==> config.mk <==
export PLATFORM = sky130hd
export DESIGN_NAME = stable_priority_job_queue
export DESIGN_NICKNAME = d
export VERILOG_FILES = /design/src/hdl/spjq_pkg.sv /design/src/hdl/spjq_ram.sv /design/src/hdl/spjq_sel.sv /design/src/hdl/stable_priority_job_queue.sv
export SDC_FILE = /design/constraint.sdc
export NUM_CORES = 2
export LEC_CHECK = 0
export ABC_CLOCK_PERIOD_IN_PS = 7900
export BUFFER_PORTS_ARGS = -buffer_cell sky130_fd_sc_hd__buf_2
export CAP_MARGIN = 20
export CORE_ASPECT_RATIO = 0.6
export CORE_MARGIN = 2
export CORE_UTILIZATION = 56
export CTS_CLUSTER_SIZE = 8
export DETAILED_ROUTE_END_ITERATION = 8
export PLACE_DENSITY = 0.76
export SYNTH_ARGS = -nofsm -noshare
export SYNTH_HDL_FRONTEND = slang
export SYNTH_SLANG_ARGS = --single-unit
==> constraint.sdc <==
create_clock -name clk_i -period 7.9 [get_ports clk_i]
set_input_delay 0.79 -clock clk_i [delete_from_list [all_inputs] [get_ports clk_i]]
set_output_delay 0.79 -clock clk_i [all_outputs]
set_load 0.005 [all_outputs]
==> src/hdl/spjq_pkg.sv <==
// ---------------------------------------------------------------------------
// spjq_pkg
// Types and codes shared by the stable priority job queue.
// ---------------------------------------------------------------------------
`default_nettype none

package spjq_pkg;

  localparam logic OP_PUSH = 1'b0;
  localparam logic OP_POP  = 1'b1;

  typedef enum logic [1:0] {
    ST_PUSHED = 2'd0,
    ST_FULL   = 2'd1,
    ST_POPPED = 2'd2,
    ST_EMPTY  = 2'd3
  } status_e;

  typedef enum logic [2:0] {
    FSM_IDLE,
    FSM_PUSH,
    FSM_SCAN,
    FSM_DRAIN,
    FSM_DONE
  } fsm_e;

  typedef struct packed {
    logic        operation;
    logic [31:0] job_handle;
    logic [31:0] job_data;
    logic [15:0] job_length;
    logic [7:0]  job_priority;
  } spjq_in_t;

  typedef struct packed {
    status_e     status;
    logic [31:0] out_handle;
    logic [31:0] out_data;
    logic [15:0] out_length;
    logic [7:0]  out_priority;
  } spjq_out_t;

  // job as held in the slot memory (the age stamp sits beside it)
  typedef struct packed {
    logic [31:0] handle;
    logic [31:0] data;
    logic [15:0] length;
    logic [7:0]  prio;
  } job_t;

  localparam int JOB_W = $bits(job_t);

  // controls from the sequencer to the selector
  typedef struct packed {
    logic start;   // forget the previous best
    logic sample;  // read data of one slot is present
  } sel_ctrl_t;

endpackage

`default_nettype wire

==> src/hdl/spjq_ram.sv <==
// ---------------------------------------------------------------------------
// spjq_ram
// Generic simple dual-port RAM: one write port, one read port, registered read.
// ---------------------------------------------------------------------------
`default_nettype none

module spjq_ram #(
  parameter int WIDTH = 8,
  parameter int DEPTH = 16
) (
  input  wire logic                     clk_i,
  input  wire logic                     we_i,
  input  wire logic [$clog2(DEPTH)-1:0] waddr_i,
  input  wire logic [WIDTH-1:0]         wdata_i,
  input  wire logic [$clog2(DEPTH)-1:0] raddr_i,
  output logic      [WIDTH-1:0]         rdata_o
);

  logic [WIDTH-1:0] mem_q [DEPTH];
  logic [WIDTH-1:0] rdata_q;

  always_ff @(posedge clk_i) begin
    if (we_i) begin
      mem_q[waddr_i] <= wdata_i;
    end
    rdata_q <= mem_q[raddr_i];
  end

  assign rdata_o = rdata_q;

endmodule

`default_nettype wire

==> src/hdl/spjq_sel.sv <==
// ---------------------------------------------------------------------------
// spjq_sel
// Best-job selector: takes one slot per cycle from the scan, applies the
// pending age correction of the previous pop and keeps the running best.
// ---------------------------------------------------------------------------
`default_nettype none

module spjq_sel #(
  parameter int IDX_W   = 4,
  parameter int STAMP_W = 4
) (
  input  wire logic                   clk_i,
  input  wire logic                   rst_ni,
  input  wire spjq_pkg::sel_ctrl_t    ctrl_i,
  input  wire logic [IDX_W-1:0]       rd_idx_i,
  input  wire spjq_pkg::job_t         rd_job_i,
  input  wire logic [STAMP_W-1:0]     rd_stamp_i,
  input  wire logic                   slot_valid_i,
  input  wire logic                   slot_fix_i,
  input  wire logic [STAMP_W-1:0]     gone_i,
  output logic                        wb_en_o,
  output logic      [STAMP_W-1:0]     wb_stamp_o,
  output logic                        found_o,
  output logic      [IDX_W-1:0]       best_idx_o,
  output logic      [STAMP_W-1:0]     best_stamp_o,
  output spjq_pkg::job_t              best_job_o
);

  logic               found_q;
  logic [IDX_W-1:0]   idx_q;
  logic [STAMP_W-1:0] stamp_q;
  spjq_pkg::job_t     job_q;

  logic [STAMP_W-1:0] stamp_fixed;
  logic               better;

  always_comb begin
    // jobs younger than the last popped one move up one rank
    if (slot_fix_i && (rd_stamp_i > gone_i)) begin
      stamp_fixed = rd_stamp_i - STAMP_W'(1);
    end else begin
      stamp_fixed = rd_stamp_i;
    end
    better = slot_valid_i &&
             (!found_q ||
              (rd_job_i.prio > job_q.prio) ||
              ((rd_job_i.prio == job_q.prio) && (stamp_fixed < stamp_q)));
    wb_en_o    = ctrl_i.sample && slot_valid_i && slot_fix_i;
    wb_stamp_o = stamp_fixed;
  end

  always_ff @(posedge clk_i or negedge rst_ni) begin
    if (!rst_ni) begin
      found_q <= 1'b0;
    end else if (ctrl_i.start) begin
      found_q <= 1'b0;
    end else if (ctrl_i.sample && better) begin
      found_q <= 1'b1;
    end
  end

  always_ff @(posedge clk_i) begin
    if (ctrl_i.sample && better) begin
      idx_q   <= rd_idx_i;
      stamp_q <= stamp_fixed;
      job_q   <= rd_job_i;
    end
  end

  assign found_o      = found_q;
  assign best_idx_o   = idx_q;
  assign best_stamp_o = stamp_q;
  assign best_job_o   = job_q;

endmodule

`default_nettype wire

==> src/hdl/stable_priority_job_queue.sv <==
// ---------------------------------------------------------------------------
// stable_priority_job_queue
// Table of pending jobs; push into the lowest free slot, pop the highest
// priority job, oldest first among equals.
// ---------------------------------------------------------------------------
//  channel | direction | handshake                 | payload
//  in      | input     | in_valid_i / in_stall_o   | in_item_i  (spjq_in_t)
//  out     | output    | out_valid_o / out_stall_i | out_item_o (spjq_out_t)
//
//  Push: the accepted item waits in the PUSH state until the output is free;
//  the slot write and the result register happen in the same cycle.
//  Pop: the SCAN state reads the slot RAM through its single read port, one
//  slot per cycle; the registered read data goes to the selector, then the
//  DRAIN and DONE states follow and DONE registers the result once the output
//  is free.
//  One item at a time; the next is taken once the result is registered, while
//  that result may still be stalled at the output.
//  Reset clears the valid bits, counters and handshake state; the slot RAM is
//  not cleared, as only the contents of valid slots are ever used.
// ---------------------------------------------------------------------------
`default_nettype none

module stable_priority_job_queue #(
  parameter int QUEUE_DEPTH = 16
) (
  input  wire logic               clk_i,
  input  wire logic               rst_ni,
  input  wire logic               in_valid_i,
  output logic                    in_stall_o,
  input  wire spjq_pkg::spjq_in_t in_item_i,
  output logic                    out_valid_o,
  input  wire logic               out_stall_i,
  output spjq_pkg::spjq_out_t     out_item_o
);

  localparam int IDX_W   = $clog2(QUEUE_DEPTH);
  localparam int STAMP_W = $clog2(QUEUE_DEPTH);
  localparam int CNT_W   = $clog2(QUEUE_DEPTH + 1);
  localparam int WORD_W  = STAMP_W + spjq_pkg::JOB_W;
  localparam logic [IDX_W-1:0] LAST_IDX = IDX_W'(QUEUE_DEPTH - 1);

  spjq_pkg::fsm_e       state_q, state_d;
  spjq_pkg::spjq_in_t   req_q;
  logic [QUEUE_DEPTH-1:0] valid_q, valid_d;
  logic [QUEUE_DEPTH-1:0] fix_q, fix_d;
  logic [CNT_W-1:0]     count_q, count_d;
  logic [STAMP_W-1:0]   gone_q, gone_d;
  logic [IDX_W-1:0]     scan_q, scan_d;
  logic [IDX_W-1:0]     rd_idx_q;
  logic                 sample_q;
  logic                 out_valid_q, out_valid_d;
  spjq_pkg::spjq_out_t  out_item_q, out_item_d;

  logic                 accept;
  logic                 out_free;
  logic                 full;
  logic [IDX_W-1:0]     free_idx;

  logic                 ram_we;
  logic [IDX_W-1:0]     ram_waddr;
  logic [WORD_W-1:0]    ram_wdata;
  logic [WORD_W-1:0]    ram_rdata;
  spjq_pkg::job_t       new_job;

  spjq_pkg::sel_ctrl_t  sel_ctrl;
  logic                 wb_en;
  logic [STAMP_W-1:0]   wb_stamp;
  logic                 best_found;
  logic [IDX_W-1:0]     best_idx;
  logic [STAMP_W-1:0]   best_stamp;
  spjq_pkg::job_t       best_job;

  spjq_ram #(
    .WIDTH (WORD_W),
    .DEPTH (QUEUE_DEPTH)
  ) u_slot_ram (
    .clk_i   (clk_i),
    .we_i    (ram_we),
    .waddr_i (ram_waddr),
    .wdata_i (ram_wdata),
    .raddr_i (scan_q),
    .rdata_o (ram_rdata)
  );

  spjq_sel #(
    .IDX_W   (IDX_W),
    .STAMP_W (STAMP_W)
  ) u_sel (
    .clk_i        (clk_i),
    .rst_ni       (rst_ni),
    .ctrl_i       (sel_ctrl),
    .rd_idx_i     (rd_idx_q),
    .rd_job_i     (ram_rdata[spjq_pkg::JOB_W-1:0]),
    .rd_stamp_i   (ram_rdata[WORD_W-1:spjq_pkg::JOB_W]),
    .slot_valid_i (valid_q[rd_idx_q]),
    .slot_fix_i   (fix_q[rd_idx_q]),
    .gone_i       (gone_q),
    .wb_en_o      (wb_en),
    .wb_stamp_o   (wb_stamp),
    .found_o      (best_found),
    .best_idx_o   (best_idx),
    .best_stamp_o (best_stamp),
    .best_job_o   (best_job)
  );

  // lowest-numbered free slot
  always_comb begin
    free_idx = '0;
    for (int k = QUEUE_DEPTH - 1; k >= 0; k--) begin
      if (!valid_q[k]) begin
        free_idx = IDX_W'(k);
      end
    end
  end

  assign full     = &valid_q;
  assign accept   = in_valid_i && (state_q == spjq_pkg::FSM_IDLE);
  assign out_free = !out_valid_q || !out_stall_i;

  always_comb begin
    new_job.handle = req_q.job_handle;
    new_job.data   = req_q.job_data;
    new_job.length = req_q.job_length;
    new_job.prio   = req_q.job_priority;
  end

  always_comb begin
    state_d     = state_q;
    valid_d     = valid_q;
    fix_d       = fix_q;
    count_d     = count_q;
    gone_d      = gone_q;
    scan_d      = scan_q;
    out_valid_d = out_valid_q;
    out_item_d  = out_item_q;
    sel_ctrl    = '0;
    sel_ctrl.sample = sample_q;
    in_stall_o  = (state_q != spjq_pkg::FSM_IDLE);

    if (out_valid_q && !out_stall_i) begin
      out_valid_d = 1'b0;
    end

    // age correction write-back during the scan
    ram_we    = wb_en;
    ram_waddr = rd_idx_q;
    ram_wdata = {wb_stamp, ram_rdata[spjq_pkg::JOB_W-1:0]};
    if (wb_en) begin
      fix_d[rd_idx_q] = 1'b0;
    end

    case (state_q)
      spjq_pkg::FSM_IDLE: begin
        if (in_valid_i) begin
          if (in_item_i.operation == spjq_pkg::OP_POP) begin
            sel_ctrl.start = 1'b1;
            scan_d         = '0;
            state_d        = spjq_pkg::FSM_SCAN;
          end else begin
            state_d = spjq_pkg::FSM_PUSH;
          end
        end
      end
      spjq_pkg::FSM_PUSH: begin
        if (out_free) begin
          out_valid_d = 1'b1;
          out_item_d  = '0;
          state_d     = spjq_pkg::FSM_IDLE;
          if (full) begin
            out_item_d.status = spjq_pkg::ST_FULL;
          end else begin
            out_item_d.status = spjq_pkg::ST_PUSHED;
            ram_we            = 1'b1;
            ram_waddr         = free_idx;
            ram_wdata         = {count_q[STAMP_W-1:0], new_job};
            valid_d[free_idx] = 1'b1;
            fix_d[free_idx]   = 1'b0;
            count_d           = count_q + CNT_W'(1);
          end
        end
      end
      spjq_pkg::FSM_SCAN: begin
        scan_d = scan_q + IDX_W'(1);
        if (scan_q == LAST_IDX) begin
          scan_d  = scan_q;
          state_d = spjq_pkg::FSM_DRAIN;
        end
      end
      spjq_pkg::FSM_DRAIN: begin
        state_d = spjq_pkg::FSM_DONE;
      end
      spjq_pkg::FSM_DONE: begin
        if (out_free) begin
          out_valid_d = 1'b1;
          out_item_d  = '0;
          state_d     = spjq_pkg::FSM_IDLE;
          if (best_found) begin
            out_item_d.status       = spjq_pkg::ST_POPPED;
            out_item_d.out_handle   = best_job.handle;
            out_item_d.out_data     = best_job.data;
            out_item_d.out_length   = best_job.length;
            out_item_d.out_priority = best_job.prio;
            valid_d[best_idx]       = 1'b0;
            // survivors get their ranks fixed on the next scan
            fix_d                   = valid_q;
            fix_d[best_idx]         = 1'b0;
            gone_d                  = best_stamp;
            count_d                 = count_q - CNT_W'(1);
          end else begin
            out_item_d.status = spjq_pkg::ST_EMPTY;
          end
        end
      end
      default: begin
        state_d = spjq_pkg::FSM_IDLE;
      end
    endcase
  end

  always_ff @(posedge clk_i or negedge rst_ni) begin
    if (!rst_ni) begin
      state_q     <= spjq_pkg::FSM_IDLE;
      valid_q     <= '0;
      fix_q       <= '0;
      count_q     <= '0;
      gone_q      <= '0;
      scan_q      <= '0;
      sample_q    <= 1'b0;
      out_valid_q <= 1'b0;
    end else begin
      state_q     <= state_d;
      valid_q     <= valid_d;
      fix_q       <= fix_d;
      count_q     <= count_d;
      gone_q      <= gone_d;
      scan_q      <= scan_d;
      sample_q    <= (state_q == spjq_pkg::FSM_SCAN);
      out_valid_q <= out_valid_d;
    end
  end

  always_ff @(posedge clk_i) begin
    if (accept) begin
      req_q <= in_item_i;
    end
    rd_idx_q   <= scan_q;
    out_item_q <= out_item_d;
  end

  assign out_valid_o = out_valid_q;
  assign out_item_o  = out_item_q;

  // fill count tracks the valid bits
  a_count_matches: assert property (@(posedge clk_i) disable iff (!rst_ni)
    count_q == CNT_W'($countones(valid_q)))
    else $error("job count out of step with valid bits");

  // pending rank fixes only for pending jobs
  a_fix_in_valid: assert property (@(posedge clk_i) disable iff (!rst_ni)
    (fix_q & ~valid_q) == '0)
    else $error("rank fix pending on an empty slot");

  // the popped slot is freed
  a_pop_frees: assert property (@(posedge clk_i) disable iff (!rst_ni)
    (state_q == spjq_pkg::FSM_DONE && out_free && best_found)
      |=> !valid_q[$past(best_idx)])
    else $error("popped slot still valid");

  // only a pop carries a job
  a_zero_fields: assert property (@(posedge clk_i) disable iff (!rst_ni)
    (out_valid_q && out_item_q.status != spjq_pkg::ST_POPPED)
      |-> (out_item_q.out_handle == '0 && out_item_q.out_data == '0 &&
           out_item_q.out_length == '0 && out_item_q.out_priority == '0))
    else $error("non-pop result carries job fields");

endmodule

`default_nettype wire
# After elaboration in Yosys (flattened, before gate mapping)
# Memories as Yosys holds them, arrays and structs flattened. A register that Yosys moved wholly into a read port is not among the register bits.
# Cells that the tools add are included.
totals:
  regBits: 329
  mem_bits_rw: 1472
  inputBits: 93
  out_inout_bits: 92
  word_cells: 167
  mem_count: 1
classes:
  n_addsub: 4
  order_cmp: 9
  n_eq_ne: 15
  mux: 77
  bitwise_logic: 7
  n_reduce_logical: 29
mem_list:
  columns: ["name", "depth", "word_bits", "read_ports", "rd_ports_with_merged_regs", "wr", "line_no", "text"]
  rows:
  - ["u_slot_ram.mem_q", 16, 92, 1, 1, 1, "spjq_ram.sv:19", "logic [WIDTH-1:0] mem_q [DEPTH];"]
ops:
  columns: ["cell", "n"]
  rows:
  - ["two-way mux 92 bit", 3]
  - ["two-way mux 90 bit", 2]
  - ["one-hot mux 90 bit (2 select lines)", 1]
  - ["two-way mux 16 bit", 9]
  - ["two-way mux 4 bit", 23]
  - ["two-way mux 88 bit", 1]
  - ["one-hot mux 16 bit (2 select lines)", 2]
  - ["AND 16 bit", 3]
  - ["inverter 16 bit", 3]
  - ["two-way mux 1 bit", 20]
  - ["two-way mux 5 bit", 4]
  - ["OR 16 bit", 1]
  - ["AND reduction 16 bit", 1]
  - ["less-than comparator 4 x 5 -> 1 bit (second input constant)", 3]
  - ["inequality test 2 bit (second input constant)", 7]
  - ["demux 1 bit (select 4 bit)", 3]
  - ["greater-or-equal comparator 4 x 1 -> 1 bit (second input constant)", 3]
  - ["one-hot mux 3 bit (4 select lines)", 1]
  - ["logical AND 1 bit", 11]
  - ["one-hot mux 5 bit (2 select lines)", 1]
  - ["two-way mux 3 bit", 3]
  - ["AND reduction 3 bit", 3]
  - ["binary-select mux 1 bit (select 4 bit)", 2]
  - ["== test 8 bit", 1]
  - ["22 further kinds", 30]

# Depth between registers and ports, before layout
logic_depth:
  word_depth: 25
  ltp_mapped: 13
  ltp_nobuf: 13

# Modules after synthesis
# From an unflattened synthesis, not the netlist that was laid out.
hier_totals:
  cells_unflattened: 3238
  hier_area_um2: 70622.7
modules_own_cells:
  columns: ["mod", "n_inst", "cells_each", "area_per_inst_um2", "seq_area_each_um2"]
  rows:
  - ["spjq_ram", 1, 2357, 56788.2, 46044.2]
  - ["stable_priority_job_queue", 1, 713, 10418.7, 6651.4]
  - ["spjq_sel", 1, 168, 3415.8, 2907.8]

# Worst setup path before layout
# Ideal clock, no wire load.
synth_path:
  path_kind: "flip-flop to flip-flop"
  start: "register rd_idx_q[1]"
  end: "register u_sel.idx_q[0], in the netlist u_sel.best_idx_o[0] (enable)"
  setup_time_ns: 0.582
  t_arrival_ns: 7.354
  required_time_ns: 7.318
  path_slack_ns: -0.036
  stages_incl_launch_ff: 14
  n_path_buf: 2
  period_less_slack_ns: 7.936
  cell_sequence: "dfxtp_1 > buf_6 > clkbuf_8 > mux2i_1 > a22oi_1 > and3b_2 > o221ai_4 > or3_2 > nand2_1 > ha_1 > a21oi_1 > nand4_1 > mux2_2 > a21oi_1"
synth_via:
  elab_chain_cells: 9
  elab_cells_between_ends: 11
  classes_between: "order compare: 1; mux: 5; reduce/logical: 5"
synth_rtl:
  columns: ["item", "line_no", "text"]
  rows:
  - ["start, declared", "stable_priority_job_queue.sv:49", "logic [IDX_W-1:0] rd_idx_q;"]
  - ["start signal, assigned", "stable_priority_job_queue.sv:246", "rd_idx_q <= scan_q;"]
  - ["binary-select mux 1 bit (select 4 bit)", "stable_priority_job_queue.sv:96", ".slot_fix_i (fix_q[rd_idx_q]),"]
  - ["two-way mux 1 bit (implied by the code)", "stable_priority_job_queue.sv:96", null]
  - ["logical AND 1 bit", "spjq_sel.sv:39", "if (slot_fix_i && (rd_stamp_i > gone_i)) begin"]
  - ["two-way mux 4 bit", "spjq_sel.sv:39", null]
  - ["named net u_sel.wb_stamp_o[3]", "spjq_sel.sv:22", "output logic [STAMP_W-1:0] wb_stamp_o,"]
  - ["less-than comparator 4 bit", "spjq_sel.sv:47", "((rd_job_i.prio == job_q.prio) && (stamp_fixed < stamp_q)));"]
  - ["logical AND 1 bit", "spjq_sel.sv:47", null]
  - ["logical OR 1 bit", "spjq_sel.sv:46", "(rd_job_i.prio > job_q.prio) ||"]
  - ["logical AND 1 bit", "spjq_sel.sv:44", "better = slot_valid_i &&"]
  - ["logical AND 1 bit", "spjq_sel.sv:63", "if (ctrl_i.sample && better) begin"]
  - ["end signal, assigned", "spjq_sel.sv:64", "idx_q <= rd_idx_i;"]
  - ["end, declared", "spjq_sel.sv:30", "logic [IDX_W-1:0] idx_q;"]
# The timed path passes the listed nets, and every way through them passes these cells. The select of a mux whose other input is x is not followed.
# A chain may end at the register's enable or synchronous reset.

# Final worst setup path
layout_path:
  start: "register rd_idx_q[1]"
  end: "register u_sel.job_q, in the netlist u_sel.best_job_o[61] (enable)"
layout_via:
  elab_chain_cells: 9
  elab_cells_between_ends: 11
  classes_between: "order compare: 1; mux: 5; reduce/logical: 5"
layout_rtl:
  columns: ["item", "line_no", "text"]
  rows:
  - ["binary-select mux 1 bit (select 4 bit)", "stable_priority_job_queue.sv:96", null]
  - ["two-way mux 1 bit (implied by the code)", "stable_priority_job_queue.sv:96", null]
  - ["logical AND 1 bit", "spjq_sel.sv:39", null]
  - ["two-way mux 4 bit", "spjq_sel.sv:39", null]
  - ["named net u_sel.wb_stamp_o[3]", "spjq_sel.sv:22", null]
  - ["less-than comparator 4 bit", "spjq_sel.sv:47", null]
  - ["logical AND 1 bit", "spjq_sel.sv:47", null]
  - ["logical OR 1 bit", "spjq_sel.sv:46", null]
  - ["logical AND 1 bit", "spjq_sel.sv:44", null]
  - ["logical AND 1 bit", "spjq_sel.sv:63", null]
  - ["end signal, assigned", "spjq_sel.sv:66", "job_q <= rd_job_i;"]
  - ["end, declared", "spjq_sel.sv:32", "spjq_pkg::job_t job_q;"]
# The timed path passes the listed nets, and every way through them passes these cells. The select of a mux whose other input is x is not followed.

==> flow_summary.toml <==
[clock_tree]
cts.repair.resized = 0
cts.path.max_buffers = 4
cts_setup_buffers = 0
root_buffer = "clkbuf_16"
cts_tree = "done"
cts_buffers = 286
htree_levels = 5
ctsHoldBuffers = 0
clock_sink_count = 1892
path_clk_slew_ns = 0.05
clock_latency_ns = 0.87

[route]
antenna_left = 0
viasPerCell = 6.34
routed_wl_mm = 168
num_vias = 34818
wl_per_cell_um = 30.6
drtIter0Drc = 4639
dr.pass1.iters = 6
drc = 0

[global_routing]
grt_overflow = 0
grt_pass1_vias = 36427
grt.total_usage = 0.263
grt_pass1_wl_mm = 246
grt_max_degree = 158
antenna_found_initial = 2

[layout]
nNetsFinal = 3740
synthToLayoutAreaGrowth_pct = 16.0
drive_gt1_frac = 0.276
final_area_um2 = 81900
seqCellArea_um2 = 55600
multi_input_area_um2 = 14400
n_fill_cell = 7754

[logic_synthesis]
yosysTopAreaCellShare = 0.742
ys_ff_latch = 1892
syn-num-nets = 3361
seq_area_frac_synth = 0.787
syn_area_per_cell_um2 = 21.7
synth_area_leaders = "edfxtp_1 74%, mux4_2 15%, dfxtp_1 2.7%, dfrtp_1 1.8%, nand2_1 1.6%"
yosysMostFrequentCell = "edfxtp_1"
syn_inst = 3248
ys.flop_type = "edfxtp_1"
yosys-top-cells-count = "1746 x edfxtp_1, 464 x mux4_2, 310 x nand2_1"
yosysWarningCount = 0
yosysTopAreaCell = "edfxtp_1"
synth_edf_count = 1746
synthArstFlopShare = 0.0264
syn-cell-area_um2 = 70600
synth_cell_types = 70

[floorplanning]
fp.dieH_um = 279
die_x_um = 463
ios = 185
design.die.area_um2 = 129000
rows = 100
initial_core_util = 0.567
core_area_um2 = 125000

[worst_setup_path]
required_ns = 8.35
path_class = "reg -> reg"
path_max_fanout = 73
worst_setup_path_start_kind = "flip-flop"
cp.arrival_ns = 5.71
crit_start = "rd_idx_q[1]$_DFF_P_"
rr_worst_depth = 12
worstReg2RegStart = "rd_idx_q[1]$_DFF_P_"
end_kind = "flip-flop"

[placement]
dpl_cell_area_um2 = 73700
dp_hpwl_mm = 78.7
port_buffers = 184
gp_congestion = 0.942

[power_and_ir_drop]
power_density_nw_per_um2 = 428
peakVddDrop_uv = 283
p_clk_frac = 0.314
p_int_mw = 24.7
p_leak_nw = 26.9
combPwrFrac = 0.238
switching_power_mw = 10.3
swShare = 0.295
seq_power_share = 0.448

[timing]
fmax_ghz = 0.190
fin_setup_tns_ns = 0
period_minus_slack_ns = 5.26
max_slew_margin = 0.222
hold_viol_final = 0
worstMarginPinSlew_ns = 1.17
worst_clock_skew_ns = 0.0601
rsz0062_at_grt = "false"
final_max_slew_viol_count = 0
setup_viol = 0
finalCritPeriodShare = 0.666

[flow_run]
cap_violations = 0

[run_status]
outcome = "completed"

[worst_hold_path]
hp-class = "in -> async"
-- flip-flops by register name (all words and copies together), names as in the netlist, 16 cells and up --
| name | cells |
|---|---|
| out_item_o | 90 |
| u_slot_ram.rdata_o | 92 |
| valid_q | 16 |
| fix_q | 16 |
| new_job | 88 |
| u_slot_ram.mem_q | 1472 |
| u_sel.best_job_o | 88 |
-- placed cells by master, fill, tap and decap left out, types with 6 or more instances in the layout --
cell       synthesis  final
nand2_1          310    310
clkbuf_1          88    174
clkbuf_16          0    294
nand2b_1           9      8
nand4_1           11     11
nor2_1            53     37
nor3_1            17     17
o311ai_0           9      9
inv_1             31     31
edfxtp_1        1746   1746
ha_1              19     19
a31oi_1            9      9
buf_4              0     51
o211ai_1           6      6
mux4_2           464    464
mux2_2             7      7
and2_1            84     83
dfxtp_1           96     96
o21ai_0           39     39
nor2_4             0     17
nand3_1           10     10
buf_12             0     10
nor2b_1            6      6
a21oi_1           21     19
buf_2             57    184
o31ai_1            9      9
dfrtp_1           50     46
-- path summary, 6_finish.rpt --
kind                                                  end  slack [ns]
setup / recovery           u_sel.best_job_o[61]$_DFFE_PP_        2.64
hold / removal                  u_sel.found_o$_DFFE_PN0P_        0.06
setup reg to reg           u_sel.best_job_o[61]$_DFFE_PP_        2.64
hold reg to reg            u_sel.best_job_o[84]$_DFFE_PP_        0.41
max in group asynchronous           scan_q[0]$_DFFE_PN0P_        7.31
min in group clk_i                  new_job[47]$_DFFE_PP_        0.08
-- through the flow --
step / power, mW / hold WS [ns] / std cells / utilization / setup WS (ns)
global route: 36.4 / 0.0647 / 5494 / 0.657 / 2.40
finish: 35.1 / 0.0625 / 5494 / 0.657 / 2.64
floorplan: 21.1 / 0.345 / 3248 / - / 1.40
detailed placement: 23.9 / 0.415 / 5015 / 0.591 / 2.76
CTS: 35.2 / 0.0382 / 5486 / 0.656 / 2.68
global placement: 23.7 / 0.411 / 5015 / 0.591 / 2.85
-- cells by family (layout without fill, tap and decap cells) --
family	Yosys count	count (layout)	share of synthesized area
simple gates	528	528	0.0338
flops	1892	1892	0.787
xor+xnor	9	9	0.00112
compound gates	133	133	0.0128
fa+ha+maj	20	20	0.00365
other cells	0	1	0
buf+inv	189	751	0.0113
mux	477	477	0.150
-- per-layer routing --
layer | part of all wire | up-vias | GRT usage
li1 | - | 14100 | -
met1 | 0.39 | 18238 | 0.370
met2 | 0.49 | 2163 | 0.414
met3 | 0.093 | 317 | 0.0574
met4 | 0.027 | 0 | 0.0892
met5 | 0 | - | 0
-- power by group through the flow --
stage	sequential [mW]	combinational (mW)	clock (mW)
4_1_cts	15.7	8.34	11.2
3_5_place_dp	15.8	8.14	0
2_1_floorplan	15.4	5.68	0
3_3_place_gp	15.7	7.94	0
6_report	15.7	8.35	11.0
5_1_grt	15.8	8.97	11.6
-- area by class of cell --
cell class	count	area share
Sequential cell	1892	0.679
Multi-Input combinational cell	1167	0.176
Clock buffer	468	0.0978
Tap cell	1683	0.0257
Timing Repair Buffer	248	0.0194
Inverter	32	0.00147
Clock inverter	3	0.000672
Antenna cell	1	0.0000306
-- critical path: stages (launching register included) --
cell and delay [ns]:
dfxtp_1 0.84, mux4_2 0.63, mux2_4 0.31, and2_4 0.18, o221ai_4 0.26, or3_2 0.19, nand2_1 0.07, ha_1 0.31
a21oi_1 0.24, nand4_1 0.13, mux2_2 0.33, a21oi_4 0.74, buf_12 0.49
Note: power is estimated with default switching activity, not from simulation.
